`src/rtl/hrm_pkg.sv`:
```
package hrm_pkg;

	// Default depth of the run buffer.
	localparam int DEF_MAX_RUN = 32;

	// No more than this many result items come from one input item.
	localparam int RESULT_CAP = 34;

	// Width of a result count within one input item.
	localparam int CNT_W = $clog2(RESULT_CAP + 1);

	// Depth of the queue between front and back; a power of two is not required.
	localparam int Q_DEPTH = 4;

	// What closes a run: nothing, the text <num>, or the buffered bytes.
	typedef enum logic [1:0] {
		CLOSE_NONE,
		CLOSE_NUM,
		CLOSE_BUF
	} close_t;

	// Output work caused by one input item: an optional close part, then up to two literal
	// bytes. The last flag marks the final byte of the string.
	typedef struct packed {
		close_t             close;
		logic [CNT_W-1:0]   cnt;
		logic               close_ovf;
		logic               b0_v;
		logic [7:0]         b0;
		logic               b0_ovf;
		logic               b1_v;
		logic [7:0]         b1;
		logic               b1_ovf;
		logic               last;
	} rec_t;

endpackage

```
`src/rtl/hex_run_masker.sv`:
```
// Channel   Direction  Handshake           Payload
// input     in         in_valid/in_stall   in_byte[7:0], in_last
// result    out        out_valid/out_stall out_byte[7:0], out_last, overflow
// config    in         cfg_valid/cfg_ready min_digits[15:0]
//
// The front takes one item per cycle unless stalled and turns it into one queued record
// of output work. The back drains records at one result byte per cycle while the output
// does not stall; one item causes 1 to 34 bytes, which leave through the back's pipeline
// registers. Input stalls while the queue is full, or when an item would write the
// run buffer while a queued or running flush still reads it from the buffer memory.
// Reset is asynchronous and clears all control state; the run buffer is not cleared.

module hex_run_masker #(
	parameter int MAX_RUN = hrm_pkg::DEF_MAX_RUN
) (
	input  logic        clk,
	input  logic        arst_n,
	input  logic        cfg_valid,
	output logic        cfg_ready,
	input  logic [15:0] min_digits,
	input  logic        in_valid,
	output logic        in_stall,
	input  logic [7:0]  in_byte,
	input  logic        in_last,
	output logic        out_valid,
	input  logic        out_stall,
	output logic [7:0]  out_byte,
	output logic        out_last,
	output logic        overflow
);

	import hrm_pkg::*;

	localparam int AW = $clog2(MAX_RUN);

	// Records of output work pass from front to back through the queue.
	rec_t          push_rec;
	rec_t          head;
	logic          push;
	logic          pop;
	logic          q_full;
	logic          head_valid;

	// The run buffer is written by the front and read back by the back when a run is
	// flushed; buf_done tells the front that a flush no longer needs the buffer.
	logic          buf_done;
	logic          ram_we;
	logic [AW-1:0] ram_waddr;
	logic [7:0]    ram_wdata;
	logic          ram_re;
	logic [AW-1:0] ram_raddr;
	logic [7:0]    ram_rdata;

	hrm_front #(
		.MAX_RUN (MAX_RUN)
	) u_front (
		.clk        (clk),
		.arst_n     (arst_n),
		.cfg_valid  (cfg_valid),
		.cfg_ready  (cfg_ready),
		.min_digits (min_digits),
		.in_valid   (in_valid),
		.in_stall   (in_stall),
		.in_byte    (in_byte),
		.in_last    (in_last),
		.q_full     (q_full),
		.push       (push),
		.push_rec   (push_rec),
		.buf_done   (buf_done),
		.ram_we     (ram_we),
		.ram_waddr  (ram_waddr),
		.ram_wdata  (ram_wdata)
	);

	hrm_queue u_queue (
		.clk        (clk),
		.arst_n     (arst_n),
		.push       (push),
		.push_rec   (push_rec),
		.pop        (pop),
		.full       (q_full),
		.head_valid (head_valid),
		.head       (head)
	);

	hrm_ram #(
		.WIDTH (8),
		.DEPTH (MAX_RUN)
	) u_run_buf (
		.clk   (clk),
		.we    (ram_we),
		.waddr (ram_waddr),
		.wdata (ram_wdata),
		.re    (ram_re),
		.raddr (ram_raddr),
		.rdata (ram_rdata)
	);

	hrm_back #(
		.MAX_RUN (MAX_RUN)
	) u_back (
		.clk        (clk),
		.arst_n     (arst_n),
		.head_valid (head_valid),
		.head       (head),
		.pop        (pop),
		.ram_re     (ram_re),
		.ram_raddr  (ram_raddr),
		.ram_rdata  (ram_rdata),
		.buf_done   (buf_done),
		.out_valid  (out_valid),
		.out_stall  (out_stall),
		.out_byte   (out_byte),
		.out_last   (out_last),
		.overflow   (overflow)
	);

endmodule

```
`src/rtl/hrm_ram.sv`:
```
module hrm_ram #(
	parameter int WIDTH = 8,
	parameter int DEPTH = 32
) (
	input  logic                     clk,
	input  logic                     we,
	input  logic [$clog2(DEPTH)-1:0] waddr,
	input  logic [WIDTH-1:0]         wdata,
	input  logic                     re,
	input  logic [$clog2(DEPTH)-1:0] raddr,
	output logic [WIDTH-1:0]         rdata
);

	logic [WIDTH-1:0] mem_q [DEPTH];
	logic [WIDTH-1:0] rdata_q;

	// Read data holds its value while no read is requested.
	always_ff @(posedge clk) begin
		if (we) begin
			mem_q[waddr] <= wdata;
		end
		if (re) begin
			rdata_q <= mem_q[raddr];
		end
	end

	assign rdata = rdata_q;

endmodule

```
`src/rtl/hrm_front.sv`:
```
module hrm_front #(
	parameter int MAX_RUN = hrm_pkg::DEF_MAX_RUN
) (
	input  logic                       clk,
	input  logic                       arst_n,
	input  logic                       cfg_valid,
	output logic                       cfg_ready,
	input  logic [15:0]                min_digits,
	input  logic                       in_valid,
	output logic                       in_stall,
	input  logic [7:0]                 in_byte,
	input  logic                       in_last,
	input  logic                       q_full,
	output logic                       push,
	output hrm_pkg::rec_t              push_rec,
	input  logic                       buf_done,
	output logic                       ram_we,
	output logic [$clog2(MAX_RUN)-1:0] ram_waddr,
	output logic [7:0]                 ram_wdata
);

	import hrm_pkg::*;

	localparam int AW = $clog2(MAX_RUN);
	localparam int BW = $clog2(Q_DEPTH + 2);
	localparam logic [CNT_W-1:0] OVF_CNT =
		CNT_W'((MAX_RUN < RESULT_CAP) ? MAX_RUN : RESULT_CAP);

	localparam logic [7:0] CH_ZERO = "0";
	localparam logic [7:0] CH_NINE = "9";
	localparam logic [7:0] CH_LA   = "a";
	localparam logic [7:0] CH_LF   = "f";
	localparam logic [7:0] CH_LX   = "x";
	localparam logic [7:0] CH_LZ   = "z";
	localparam logic [7:0] CH_UA   = "A";
	localparam logic [7:0] CH_UF   = "F";
	localparam logic [7:0] CH_UX   = "X";
	localparam logic [7:0] CH_UZ   = "Z";

	typedef enum logic [1:0] {
		MODE_TOP,
		MODE_ZERO,
		MODE_RUN,
		MODE_RAW
	} mode_t;

	typedef struct packed {
		mode_t       mode;
		logic        first;
		logic        zwf;
		logic [15:0] len;
		logic        digit;
	} scan_t;

	typedef struct packed {
		scan_t          s;
		rec_t           r;
		logic           we;
		logic [AW-1:0]  wa;
		logic [7:0]     wd;
	} ctx_t;

	scan_t          scan_q;
	logic [15:0]    min_digits_q;
	logic [BW-1:0]  busy_q;
	ctx_t           nxt;
	logic           accept;
	logic           buf_inc;

	function automatic logic is_dec(logic [7:0] b);
		return (b >= CH_ZERO) && (b <= CH_NINE);
	endfunction

	function automatic logic is_hex(logic [7:0] b);
		return is_dec(b) || ((b >= CH_LA) && (b <= CH_LF)) || ((b >= CH_UA) && (b <= CH_UF));
	endfunction

	function automatic logic is_alnum(logic [7:0] b);
		return is_dec(b) || ((b >= CH_LA) && (b <= CH_LZ)) || ((b >= CH_UA) && (b <= CH_UZ));
	endfunction

	function automatic ctx_t emit(ctx_t ci, logic [7:0] b, logic ovf);
		ctx_t c;
		c = ci;
		if (!c.r.b0_v) begin
			c.r.b0_v   = 1'b1;
			c.r.b0     = b;
			c.r.b0_ovf = ovf;
		end else begin
			c.r.b1_v   = 1'b1;
			c.r.b1     = b;
			c.r.b1_ovf = ovf;
		end
		return c;
	endfunction

	function automatic ctx_t start_run(ctx_t ci);
		ctx_t c;
		c = ci;
		c.s.mode  = MODE_RUN;
		c.s.len   = '0;
		c.s.digit = 1'b0;
		return c;
	endfunction

	function automatic logic decided(scan_t s, logic [15:0] md);
		return s.digit && (s.len >= md);
	endfunction

	function automatic ctx_t close_run(ctx_t ci, logic [15:0] md);
		ctx_t c;
		c = ci;
		if (c.s.mode == MODE_RUN) begin
			if (decided(c.s, md)) begin
				c.r.close     = CLOSE_NUM;
				c.r.close_ovf = 1'b0;
			end else if (c.s.len != '0) begin
				c.r.close     = CLOSE_BUF;
				c.r.close_ovf = 1'b0;
				c.r.cnt       = (c.s.len > 16'(RESULT_CAP)) ? CNT_W'(RESULT_CAP)
				                                            : c.s.len[CNT_W-1:0];
			end
		end
		c.s.mode  = MODE_TOP;
		c.s.len   = '0;
		c.s.digit = 1'b0;
		return c;
	endfunction

	// A hex digit inside a run. The store flag is low for a held '0' that is already in
	// entry zero of the buffer.
	function automatic ctx_t run_byte(ctx_t ci, logic [7:0] b, logic store, logic [15:0] md);
		ctx_t        c;
		logic [15:0] idx;
		c   = ci;
		idx = '0;
		if (c.s.mode == MODE_RAW) begin
			c = emit(c, b, 1'b1);
		end else begin
			if (is_dec(b)) begin
				c.s.digit = 1'b1;
			end
			if (c.s.len != 16'hFFFF) begin
				c.s.len = c.s.len + 16'd1;
			end
			if (!decided(c.s, md)) begin
				if (c.s.len <= 16'(MAX_RUN)) begin
					if (store) begin
						idx  = c.s.len - 16'd1;
						c.we = 1'b1;
						c.wa = idx[AW-1:0];
						c.wd = b;
					end
				end else begin
					c.r.close     = CLOSE_BUF;
					c.r.cnt       = OVF_CNT;
					c.r.close_ovf = 1'b1;
					c             = emit(c, b, 1'b1);
					c.s.mode      = MODE_RAW;
				end
			end
		end
		return c;
	endfunction

	function automatic ctx_t top_byte(ctx_t ci, logic [7:0] b, logic [15:0] md);
		ctx_t c;
		logic first;
		c       = ci;
		first   = c.s.first;
		c.s.first = 1'b0;
		if (b == CH_ZERO) begin
			c.s.mode = MODE_ZERO;
			c.s.zwf  = first;
			// A leading '0' may open a run, so it goes into entry zero now.
			if (first) begin
				c.we = 1'b1;
				c.wa = '0;
				c.wd = CH_ZERO;
			end
		end else if (!is_alnum(b)) begin
			c = emit(c, b, 1'b0);
			c = start_run(c);
		end else if (first && is_hex(b)) begin
			c = start_run(c);
			c = run_byte(c, b, 1'b1, md);
		end else begin
			c = emit(c, b, 1'b0);
		end
		return c;
	endfunction

	function automatic ctx_t in_run_byte(ctx_t ci, logic [7:0] b, logic [15:0] md);
		ctx_t c;
		c = ci;
		if (is_hex(b)) begin
			c = run_byte(c, b, 1'b1, md);
		end else begin
			c = close_run(c, md);
			c = top_byte(c, b, md);
		end
		return c;
	endfunction

	function automatic ctx_t feed(ctx_t ci, logic [7:0] b, logic [15:0] md);
		ctx_t c;
		c = ci;
		unique case (c.s.mode) inside
			MODE_TOP: begin
				c = top_byte(c, b, md);
			end
			MODE_ZERO: begin
				if ((b == CH_LX) || (b == CH_UX)) begin
					c = emit(c, CH_ZERO, 1'b0);
					c = emit(c, b, 1'b0);
					c = start_run(c);
				end else if (c.s.zwf) begin
					c = start_run(c);
					c = run_byte(c, CH_ZERO, 1'b0, md);
					c = in_run_byte(c, b, md);
				end else begin
					c = emit(c, CH_ZERO, 1'b0);
					c.s.mode = MODE_TOP;
					c = top_byte(c, b, md);
				end
			end
			MODE_RUN, MODE_RAW: begin
				c = in_run_byte(c, b, md);
			end
		endcase
		return c;
	endfunction

	function automatic ctx_t finish(ctx_t ci, logic [15:0] md);
		ctx_t c;
		c = ci;
		if (c.s.mode == MODE_ZERO) begin
			if (c.s.zwf) begin
				c = start_run(c);
				c = run_byte(c, CH_ZERO, 1'b0, md);
				c = close_run(c, md);
			end else begin
				c = emit(c, CH_ZERO, 1'b0);
			end
		end else begin
			c = close_run(c, md);
		end
		c.s.mode  = MODE_TOP;
		c.s.first = 1'b1;
		c.s.zwf   = 1'b0;
		c.s.len   = '0;
		c.s.digit = 1'b0;
		return c;
	endfunction

	always_comb begin
		nxt   = '0;
		nxt.s = scan_q;
		nxt   = feed(nxt, in_byte, min_digits_q);
		if (in_last) begin
			nxt = finish(nxt, min_digits_q);
		end
		// Bytes that would pass the per-item result limit are dropped.
		if (nxt.r.close == CLOSE_BUF) begin
			if (nxt.r.cnt >= CNT_W'(RESULT_CAP)) begin
				nxt.r.b0_v = 1'b0;
				nxt.r.b1_v = 1'b0;
			end else if (nxt.r.cnt >= CNT_W'(RESULT_CAP - 1)) begin
				nxt.r.b1_v = 1'b0;
			end
		end
		nxt.r.last = in_last;
	end

	// The buffer is not written while a flush that reads it is still pending.
	assign in_stall  = q_full || ((busy_q != '0) && nxt.we);
	assign accept    = in_valid && !in_stall;
	assign push      = accept && ((nxt.r.close != CLOSE_NONE) || nxt.r.b0_v);
	assign push_rec  = nxt.r;
	assign buf_inc   = push && (nxt.r.close == CLOSE_BUF);
	assign ram_we    = accept && nxt.we;
	assign ram_waddr = nxt.wa;
	assign ram_wdata = nxt.wd;
	assign cfg_ready = 1'b1;

	always_ff @(posedge clk or negedge arst_n) begin
		if (!arst_n) begin
			scan_q       <= '{mode: MODE_TOP, first: 1'b1, zwf: 1'b0, len: '0, digit: 1'b0};
			min_digits_q <= '0;
			busy_q       <= '0;
		end else begin
			if (cfg_valid) begin
				min_digits_q <= min_digits;
			end
			if (accept) begin
				scan_q <= nxt.s;
			end
			busy_q <= busy_q + BW'(buf_inc) - BW'(buf_done);
		end
	end

endmodule

```
`src/rtl/hrm_queue.sv`:
```
module hrm_queue (
	input  logic          clk,
	input  logic          arst_n,
	input  logic          push,
	input  hrm_pkg::rec_t push_rec,
	input  logic          pop,
	output logic          full,
	output logic          head_valid,
	output hrm_pkg::rec_t head
);

	import hrm_pkg::*;

	localparam int PW = $clog2(Q_DEPTH);
	localparam int CW = $clog2(Q_DEPTH + 1);

	rec_t          slot_q [Q_DEPTH];
	logic [PW-1:0] wp_q;
	logic [PW-1:0] rp_q;
	logic [CW-1:0] cnt_q;

	assign full       = (cnt_q == CW'(Q_DEPTH));
	assign head_valid = (cnt_q != '0);
	assign head       = slot_q[rp_q];

	always_ff @(posedge clk or negedge arst_n) begin
		if (!arst_n) begin
			wp_q  <= '0;
			rp_q  <= '0;
			cnt_q <= '0;
		end else begin
			if (push) begin
				wp_q <= (wp_q == PW'(Q_DEPTH - 1)) ? '0 : wp_q + 1'b1;
			end
			if (pop) begin
				rp_q <= (rp_q == PW'(Q_DEPTH - 1)) ? '0 : rp_q + 1'b1;
			end
			cnt_q <= cnt_q + CW'(push) - CW'(pop);
		end
	end

	always_ff @(posedge clk) begin
		if (push) begin
			slot_q[wp_q] <= push_rec;
		end
	end

endmodule

```
`src/rtl/hrm_back.sv`:
```
module hrm_back #(
	parameter int MAX_RUN = hrm_pkg::DEF_MAX_RUN
) (
	input  logic                       clk,
	input  logic                       arst_n,
	input  logic                       head_valid,
	input  hrm_pkg::rec_t              head,
	output logic                       pop,
	output logic                       ram_re,
	output logic [$clog2(MAX_RUN)-1:0] ram_raddr,
	input  logic [7:0]                 ram_rdata,
	output logic                       buf_done,
	output logic                       out_valid,
	input  logic                       out_stall,
	output logic [7:0]                 out_byte,
	output logic                       out_last,
	output logic                       overflow
);

	import hrm_pkg::*;

	localparam int AW      = $clog2(MAX_RUN);
	localparam int NUM_LEN = 5;

	function automatic logic [7:0] num_char(logic [2:0] i);
		logic [7:0] ch;
		case (i)
			3'd0:    ch = "<";
			3'd1:    ch = "n";
			3'd2:    ch = "u";
			3'd3:    ch = "m";
			default: ch = ">";
		endcase
		return ch;
	endfunction

	logic [CNT_W-1:0] e_q;
	logic [CNT_W-1:0] n_close;
	logic [CNT_W-1:0] total;
	logic             in_close;
	logic             at_end;
	logic             issue;
	logic             load_s1;
	logic             ready_s2;
	logic [7:0]       el_lit;
	logic             el_ram;
	logic             el_ovf;

	logic             valid_s1;
	logic [7:0]       lit_s1;
	logic             ram_s1;
	logic             ovf_s1;
	logic             last_s1;
	logic             valid_s2;
	logic [7:0]       byte_s2;
	logic             last_s2;
	logic             ovf_s2;

	always_comb begin
		if (head.close == CLOSE_NUM) begin
			n_close = CNT_W'(NUM_LEN);
		end else if (head.close == CLOSE_BUF) begin
			n_close = head.cnt;
		end else begin
			n_close = '0;
		end
		total    = n_close + CNT_W'(head.b0_v) + CNT_W'(head.b1_v);
		in_close = (e_q < n_close);
		at_end   = (e_q == total - 1'b1);

		el_lit = head.b1;
		el_ram = 1'b0;
		el_ovf = head.b1_ovf;
		if (in_close) begin
			el_lit = num_char(e_q[2:0]);
			el_ram = (head.close == CLOSE_BUF);
			el_ovf = head.close_ovf;
		end else if (e_q == n_close) begin
			el_lit = head.b0;
			el_ovf = head.b0_ovf;
		end
	end

	assign ready_s2  = !valid_s2 || !out_stall;
	assign load_s1   = !valid_s1 || ready_s2;
	assign issue     = head_valid && load_s1;
	assign pop       = issue && at_end;
	assign ram_re    = issue && el_ram;
	assign ram_raddr = e_q[AW-1:0];
	assign buf_done  = issue && (head.close == CLOSE_BUF) && (e_q == n_close - 1'b1);

	always_ff @(posedge clk or negedge arst_n) begin
		if (!arst_n) begin
			e_q      <= '0;
			valid_s1 <= 1'b0;
			valid_s2 <= 1'b0;
		end else begin
			if (issue) begin
				e_q <= at_end ? '0 : e_q + 1'b1;
			end
			if (load_s1) begin
				valid_s1 <= issue;
			end
			if (ready_s2) begin
				valid_s2 <= valid_s1;
			end
		end
	end

	always_ff @(posedge clk) begin
		if (issue) begin
			lit_s1  <= el_lit;
			ram_s1  <= el_ram;
			ovf_s1  <= el_ovf;
			last_s1 <= head.last && at_end;
		end
		if (ready_s2) begin
			byte_s2 <= ram_s1 ? ram_rdata : lit_s1;
			last_s2 <= last_s1;
			ovf_s2  <= ovf_s1;
		end
	end

	assign out_valid = valid_s2;
	assign out_byte  = byte_s2;
	assign out_last  = last_s2;
	assign overflow  = ovf_s2;

endmodule
```
`config.mk`:
```
export PLATFORM = sky130hd
export DESIGN_NAME = hex_run_masker
export DESIGN_NICKNAME = d
export VERILOG_FILES = /design/src/rtl/hrm_pkg.sv /design/src/rtl/hex_run_masker.sv /design/src/rtl/hrm_ram.sv /design/src/rtl/hrm_front.sv /design/src/rtl/hrm_queue.sv /design/src/rtl/hrm_back.sv
export SDC_FILE = /design/constraint.sdc
export NUM_CORES = 1
export LEC_CHECK = 0
export ABC_AREA = 1
export BUFFER_PORTS_ARGS = -buffer_cell sky130_fd_sc_hd__buf_2
export CAP_MARGIN = 20
export CORE_ASPECT_RATIO = 0.75
export CORE_MARGIN = 10
export CORE_UTILIZATION = 64
export CTS_CLUSTER_DIAMETER = 30
export DETAILED_ROUTE_END_ITERATION = 16
export PLACE_DENSITY = 0.81
export SLEW_MARGIN = 30
export SYNTH_ARGS = -nofsm -noshare
export SYNTH_HDL_FRONTEND = slang
export SYNTH_HIERARCHICAL = 1
export SYNTH_SLANG_ARGS = --single-unit
```
`constraint.sdc`:
```
create_clock -name clk -period 5.3 [get_ports clk]
set_clock_uncertainty 0.05 [all_clocks]
set_input_delay 0.795 -clock clk [delete_from_list [all_inputs] [get_ports clk]]
set_output_delay 0.795 -clock clk [all_outputs]
set_load 0.02 [all_outputs]
```
; ---- Word level (Yosys, flattened, before mapping)
; Memory sizes are Yosys's and may differ from the RTL's. A register that Yosys moved wholly into a read port is not among the register bits.
; Index checks and enable logic that the tools add are counted.
[op_classes]
order_cmp = 35
n_mul = 0
shift = 0
div_mod_pow = 0
reduce_logical = 53
n_bitwise = 0
add_sub_neg = 19
muxes = 197
eq_ne = 25
[op_table]
columns = operator, count
row1 = 65-bit two-way mux, 23
row2 = 16-bit two-way mux, 32
row3 = 64-bit two-way mux, 8
row4 = 50-bit two-way mux, 4
row5 = 65-bit one-hot mux with 3 select lines, 1
row6 = 16-bit greater-or-equal comparator, 12
row7 = 47-bit two-way mux, 4
row8 = 14-bit two-way mux, 12
row9 = 9-bit two-way mux, 15
row10 = 16-bit by 6-bit <= comparator with 1-bit output (second input constant), 8
row11 = 10-bit two-way mux, 12
row12 = 51-bit two-way mux, 2
row13 = 44-bit two-way mux, 2
row14 = 6-bit two-way mux, 11
row15 = 16-bit by 6-bit greater-than comparator with 1-bit output (second input constant), 4
row16 = 16-bit nonzero test, 4
row17 = 1-bit two-way mux, 57
row18 = 16-bit by 1-bit adder with 16-bit output (second input constant), 2
row19 = 8-bit by 7-bit <= comparator with 1-bit output (second input constant), 4
row20 = 16-bit != test (second input constant), 2
row21 = 1-bit logical AND, 30
row22 = 5-bit by 1-bit subtractor with 5-bit output (second input constant), 6
row23 = 7-bit one-hot mux with 4 select lines, 1
row24 = 8-bit two-way mux, 3
row25 = other kinds (27), 70
[totals]
latch_bits = 0
regBits = 76
elab_cells = 351
mem_bits_rw = 376
in_bits = 30
mem_count = 2
mem_bits_ro = 0
[mem_list]
columns = memory, words, width, rd, rd_clocked_by_memory_dff, wr, line
row1 = u_run_buf.mem_q, 32, 8, 1, 1, 1, hrm_ram.sv:14  ; logic [WIDTH-1:0] mem_q [DEPTH];
row2 = u_queue.slot_q, 4, 30, 1, 0, 1, hrm_queue.sv:17  ; rec_t slot_q [Q_DEPTH];

; ---- Depth between registers and ports, before layout
[logic_depth]
ltp_word = 53
mapped_depth = 33
mapped_depth_nobuf = 32

; ---- By module
; The synthesis kept the hierarchy.
[by_module_without_submodules]
columns = mod, cells_each, instances, seq_area_each_um2, area_per_inst_um2
row1 = hrm_ram, 922, 1, 7927.6, 10866.7
row2 = hrm_front, 941, 1, 1002.2, 5816.8
row3 = hrm_queue, 521, 1, 3778.6, 5491.5
row4 = hrm_back, 274, 1, 830.8, 2192.1

; ---- Worst setup path after synthesis
; Ideal clock, no wire load.
[synth_timing]
path_kind = reg-to-reg
start = register u_front/scan_q[2] (netlist bit)
end = memory u_queue/slot_q[1][0] (netlist bit), enable pin
n_path_buf = 3
setup_time_ns = 0.385
slack_ns = 0.883
t_arrival_ns = 3.982
period_less_slack_ns = 4.417
path_stages_with_launch = 25
cell_sequence = dfrtp_1 ha_1 nand3_1 nor2_1 nand2_2 buf_6 buf_4 nand2_1 ha_1 nand2_1 inv_1 nand3_1 nor3_1 nand3_1 nand3_1 nand2_1 and2_1 nand2_4 nand2_2 o31ai_2 nand3_2 buf_2 nor2_1 nand2_1 inv_1
[synth_between]
elab_chain_cells = 30
elab_cells_between_ends = 73
cone_classes = 1 x add/sub / 7 x order compare / 4 x eq/ne / 49 x mux / 12 x reduce/logical
[synth_lines]
columns = element, line
row1 = start: declaration, hrm_front.sv:63  ; scan_t scan_q;
row2 = start signal: assignment, hrm_front.sv:288  ; scan_q <= '{mode: MODE_TOP, first: 1'b1, zwf: 1'b0, len: '0, digit: 1'b0};
row3 = start signal: assignment, hrm_front.sv:296  ; scan_q <= nxt.s;
row4 = "parallel branches: the longest is 11 deep, another holds 16-bit by 1-bit adder with 16-bit output", n/a
row5 = 65-bit one-hot mux with 3 select lines (*), hrm_front.sv:208  ; unique case (c.s.mode) inside
row6 = "parallel branches: the longest is 10 deep, another holds 16-bit by 6-bit greater-than comparator with 1-bit output", n/a
row7 = 65-bit two-way mux (*), hrm_front.sv:260  ; if (in_last) begin
row8 = 6-bit greater-or-equal comparator, hrm_front.sv:265  ; if (nxt.r.cnt >= CNT_W'(RESULT_CAP)) begin
row9 = 1-bit two-way mux, hrm_front.sv:265
row10 = 1-bit two-way mux, hrm_front.sv:264  ; if (nxt.r.close == CLOSE_BUF) begin
row11 = 1-bit logical OR, hrm_front.sv:278  ; assign push = accept && ((nxt.r.close != CLOSE_NONE) || nxt.r.b0_v);
row12 = 1-bit logical AND (*), hrm_front.sv:278
row13 = net push, hex_run_masker.sv:39  ; logic push;
row14 = 1-bit two-way mux (*), hrm_queue.sv:43  ; if (push) begin
row15 = 1-bit two-way mux (implied by the code) (*), hrm_queue.sv:44  ; slot_q[wp_q] <= push_rec;
row16 = end: declaration, hrm_queue.sv:17
; Mark *: on every way through the listed nets, which the timed path passes. The select of a mux whose other input is x is not followed.

; ---- Worst setup path in the final report
[layout_timing]
start = register u_front/scan_q[3] (netlist bit)
end = output in_stall
[layout_between]
elab_chain_cells = 21
elab_cells_between_ends = 26
cone_classes = 1 x add/sub / 2 x order compare / 2 x eq/ne / 18 x mux / 3 x reduce/logical
[layout_lines]
columns = element, line
row1 = 16-bit by 1-bit adder with 16-bit output / 16-bit != test (equally long branches), "hrm_front.sv:144, hrm_front.sv:143"
row2 = 16-bit two-way mux (*), hrm_front.sv:143  ; if (c.s.len != 16'hFFFF) begin
row3 = 16-bit two-way mux (*), hrm_front.sv:137  ; if (c.s.mode == MODE_RAW) begin
row4 = 16-bit two-way mux (*), hrm_front.sv:196  ; if (is_hex(b)) begin
row5 = 16-bit two-way mux (*), hrm_front.sv:208
row6 = 16-bit by 6-bit <= comparator with 1-bit output / 16-bit greater-or-equal comparator (equally long branches), "hrm_front.sv:147, hrm_front.sv:107"
row7 = 14-bit two-way mux / 1-bit logical AND (equally long branches), "hrm_front.sv:147, hrm_front.sv:107"
row8 = 65-bit two-way mux (*), hrm_front.sv:146  ; if (!decided(c.s, md)) begin
row9 = (+5 left out), n/a
row10 = 65-bit two-way mux, hrm_front.sv:238  ; if (c.s.zwf) begin
row11 = 65-bit two-way mux, hrm_front.sv:237  ; if (c.s.mode == MODE_ZERO) begin
row12 = 65-bit two-way mux, hrm_front.sv:260
row13 = 44-bit two-way mux, hrm_front.sv:238
row14 = 44-bit two-way mux, hrm_front.sv:237
row15 = 65-bit two-way mux (*), hrm_front.sv:260
row16 = 1-bit logical AND (*), hrm_front.sv:276  ; assign in_stall = q_full || ((busy_q != '0) && nxt.we);
row17 = 1-bit logical OR (*), hrm_front.sv:276
row18 = end: declaration, hex_run_masker.sv:22  ; output logic in_stall,
; Mark *: on every way between the ends. The rest lies on a longest branch, timed or not. The select of a mux whose other input is x is not followed.

==> flow_metrics.tcl <==
set metrics [dict create \
    status "completed" \
    p_leak_nw 12.29 \
    clkTransAtPathRegs_ps 50 \
    avgSynthCellArea_um2 9.167 \
    dieArea_mm2 0.04636 \
    htreeDepth 3 \
    post_cts_buffers 0 \
    n_fill_cell 2520 \
    grtUsageTotal_pct 28.11 \
    synth-seq-cells 460 \
    drc 0 \
    max-cap-violations 0 \
    numCtsBuffers 72 \
    place.gp.congestion 0.9768 \
    critPathSlowestCell "dfrtp_1" \
    endpoint_kind "output pin" \
    path_cells "buf_4, nand3_1, nor2_1, nand2_4, nand2_2, nand2_2, inv_2, ha_1, a21oi_1, o21ai_0, nand2_1, o211ai_1, nand2_1, nand3_1, nand2_1, and2_1, nand2_4, nand2_2, o31ai_2, nand2_1, buf_2" \
    startpoint_type "flip-flop" \
    finalMaxSlewViolations 0 \
    hpwl_um 41900 \
    start_util_pct 65.29 \
    async_reset_ff_share_pct 11.96 \
    drive_gt1_share_pct 12.46 \
    insertion_delay_ps 600 \
    via_per_inst 5.905 \
    crit_arrival_ps 4260 \
    gr-total-overflow 0 \
    setup_tns_ps 0 \
    crit_family "simple AND/OR/NAND/NOR gates" \
    synth_warnings 6 \
    ff2ff_setup_slack_ps 290 \
    holdBufCountCts 0 \
    fmax_mhz 195.7 \
    antenna_found_initial 0 \
    cts_resized 0 \
    grt_pass1_wl_um 102000 \
    vias 19280 \
    worst-path-buf-inv 3 \
    min_period_ps 5109 \
    syn-cell-area_mm2 0.02437 \
    worst_pin_slew_ps 952.9 \
    final_antenna_net_count 0 \
    portBuffers 41 \
    synth_flop_cell "edfxtp_1" \
    cpMostUsedCell "nand2_1" \
    first_global_vias 18430 \
    ir_drop_mv 0.3765 \
    boundaryPins 43 \
    cp_slowest_stage_delay_ps 490 \
    ys_types 56 \
    crit_type "reg -> out" \
    first_pass_iters 6 \
    clkSinkCount 460 \
    root_buffer "clkbuf_16" \
    clockBufferDepth 3 \
    final_cells 3264 \
    num_rows 61 \
    hold_violations 0 \
    wirelength_um 65740 \
    cts_tree "built" \
    period_share_pct 96.40 \
    core_area_mm2 0.03732 \
    syn_inst 2658 \
    final_nets 2815 \
    cp_num_cells 21 \
    drt_iter0_drc 2632 \
    wl_per_cell_um 20.14 \
    cp_max_fo 26 \
    grt_max_degree 96 \
    area_delta_synth_final_pct 12.20 \
    setup_viol 0 \
    yosysSeqAreaShare_pct 55.56 \
    dp_slack_ps 277.3 \
    hold_class "in -> async" \
    synth-edff-count 405 \
    die_x_um 245.3 \
    relSlewSlack_pct 35.67 \
    die_h_um 189.0 \
    p_per_area_mw_per_mm2 572.9 \
    ff2ff_path_depth 26 \
    fin_ws_ps 190.6 \
    required_ps 4450 \
    diodes 0 \
    dp_cells 3127 \
]
-- cells in the mapped netlist, drive strengths merged, types with 5 or more instances --
cell | n | area [um2]
a21oi | 50 | 261.5
buf | 138 | 1052
clkbuf | 12 | 45.04
dfrtp | 54 | 1351
edfxtp | 405 | 12160
ha | 82 | 1026
inv | 318 | 1196
mux2 | 8 | 90.09
nand2 | 848 | 3263
nand3 | 377 | 1937
nand4 | 21 | 162.7
nor2 | 188 | 759.5
nor3 | 17 | 95.09
o21ai | 72 | 360.3
o32ai | 5 | 43.79
xnor2 | 5 | 43.79
xor2 | 17 | 167.7
-- flip-flops by register name, indices dropped and copies added (netlist names), 3 cells and up --
| signal | cells |
|---|---|
| u_front/scan_q | 21 |
| u_queue/cnt_q | 3 |
| u_queue/slot_q | 120 |
| u_run_buf/rdata | 8 |
| u_back/out_byte | 8 |
| u_front/min_digits_q | 16 |
| u_front/busy_q | 3 |
| u_back/e_q | 6 |
| u_run_buf/mem_q | 256 |
| u_back/lit_s1 | 8 |
-- final cells by class --
class	count	area, um2	share of cell area [%]
Sequential cell	460	13550	49.55
Multi-Input combinational cell	1729	8587	31.41
Clock buffer	76	1859	6.801
Inverter	320	1206	4.412
Timing Repair Buffer	117	873.3	3.195
Clock inverter	58	636.9	2.330
Tap cell	504	630.6	2.307
-- metal layers --
layer | vias up | share of wire [%] | track usage [%]
li1 | 8835 | - | -
met1 | 9052 | 40 | 39.06
met2 | 1221 | 45 | 42.56
met3 | 167 | 12 | 7.004
met4 | 0 | 2.5 | 9.392
met5 | - | 0 | 0
-- metrics by stage --
step | total power [W] | instance area [um2] | utilization (%) | hold WS, ps
2_1_floorplan | 0.009173 | 24370 | - | 350.3
3_3_place_gp | 0.01035 | 24750 | 66.32 | 354.4
3_5_place_dp | 0.01057 | 24760 | 66.33 | 359.0
4_1_cts | 0.01549 | 27250 | 73.02 | 323.0
5_1_grt | 0.01646 | 27340 | 73.25 | 358.3
6_report | 0.01566 | 27340 | 73.25 | 313.4
-- cells in the final DEF (no fill, tap or decap), types with 4 or more instances in the layout --
master and instances:
nand3_1 370, o32ai_1 5, nand3_2 5, edfxtp_1 405, nand2_4 4, nand2_1 822, a21oi_1 47, nand4_1 16
inv_2 15, inv_1 301, buf_2 41, nor2_2 13, bufinv_16 6, clkinv_4 6, nor4_1 4, nand2_2 22
dfrtp_1 51, nand4_2 5, xnor2_1 5, o211ai_1 4, nor2_1 168, o21ai_0 55, clkinv_1 5, clkbuf_16 74
o21ai_1 17, nor3_2 4, xor2_1 16, clkinvlp_4 9, inv_6 16, inv_8 7, nor2_4 6, buf_12 4
ha_1 81, buf_4 69, clkinv_2 8, nor3_1 13, mux2_2 8
-- final timing paths --
check / startpoint / end
max: u_front/scan_q[3] / in_stall
min: arst_n / u_front/scan_q[9]
max reg2reg: u_front/scan_q[3] / u_run_buf/mem_q[25][3]
min reg2reg: u_back/ovf_s1 / u_back/overflow
max in group asynchronous: arst_n / u_back/e_q[0]
min in group clk: min_digits[14] / u_front/min_digits_q[14]
-- logic make-up (layout without fill, tap and decap cells) --
group / after synthesis / count (layout) / synth area share, %
xor gates and xnor gates: 22 / 22 / 0.8678
DFF: 460 / 460 / 55.56
AOI/OAI and AO/OA: 151 / 151 / 3.502
buffers and inverters: 470 / 571 / 9.448
and+or+nand+nor: 1460 / 1460 / 25.76
muxes: 8 / 8 / 0.3697
other: 2 / 3 / 0.03082
adders and majority gates: 85 / 85 / 4.457
-- power by group --
part | switching (W) | total (W) | internal [W]
Clock | 0.00186 | 0.00480 | 0.00294
Sequential | 0.000322 | 0.00488 | 0.00455
Combinational | 0.00425 | 0.00599 | 0.00174
Total | 0.00643 | 0.0157 | 0.00923
Note: power is estimated with default switching activity, not from simulation.
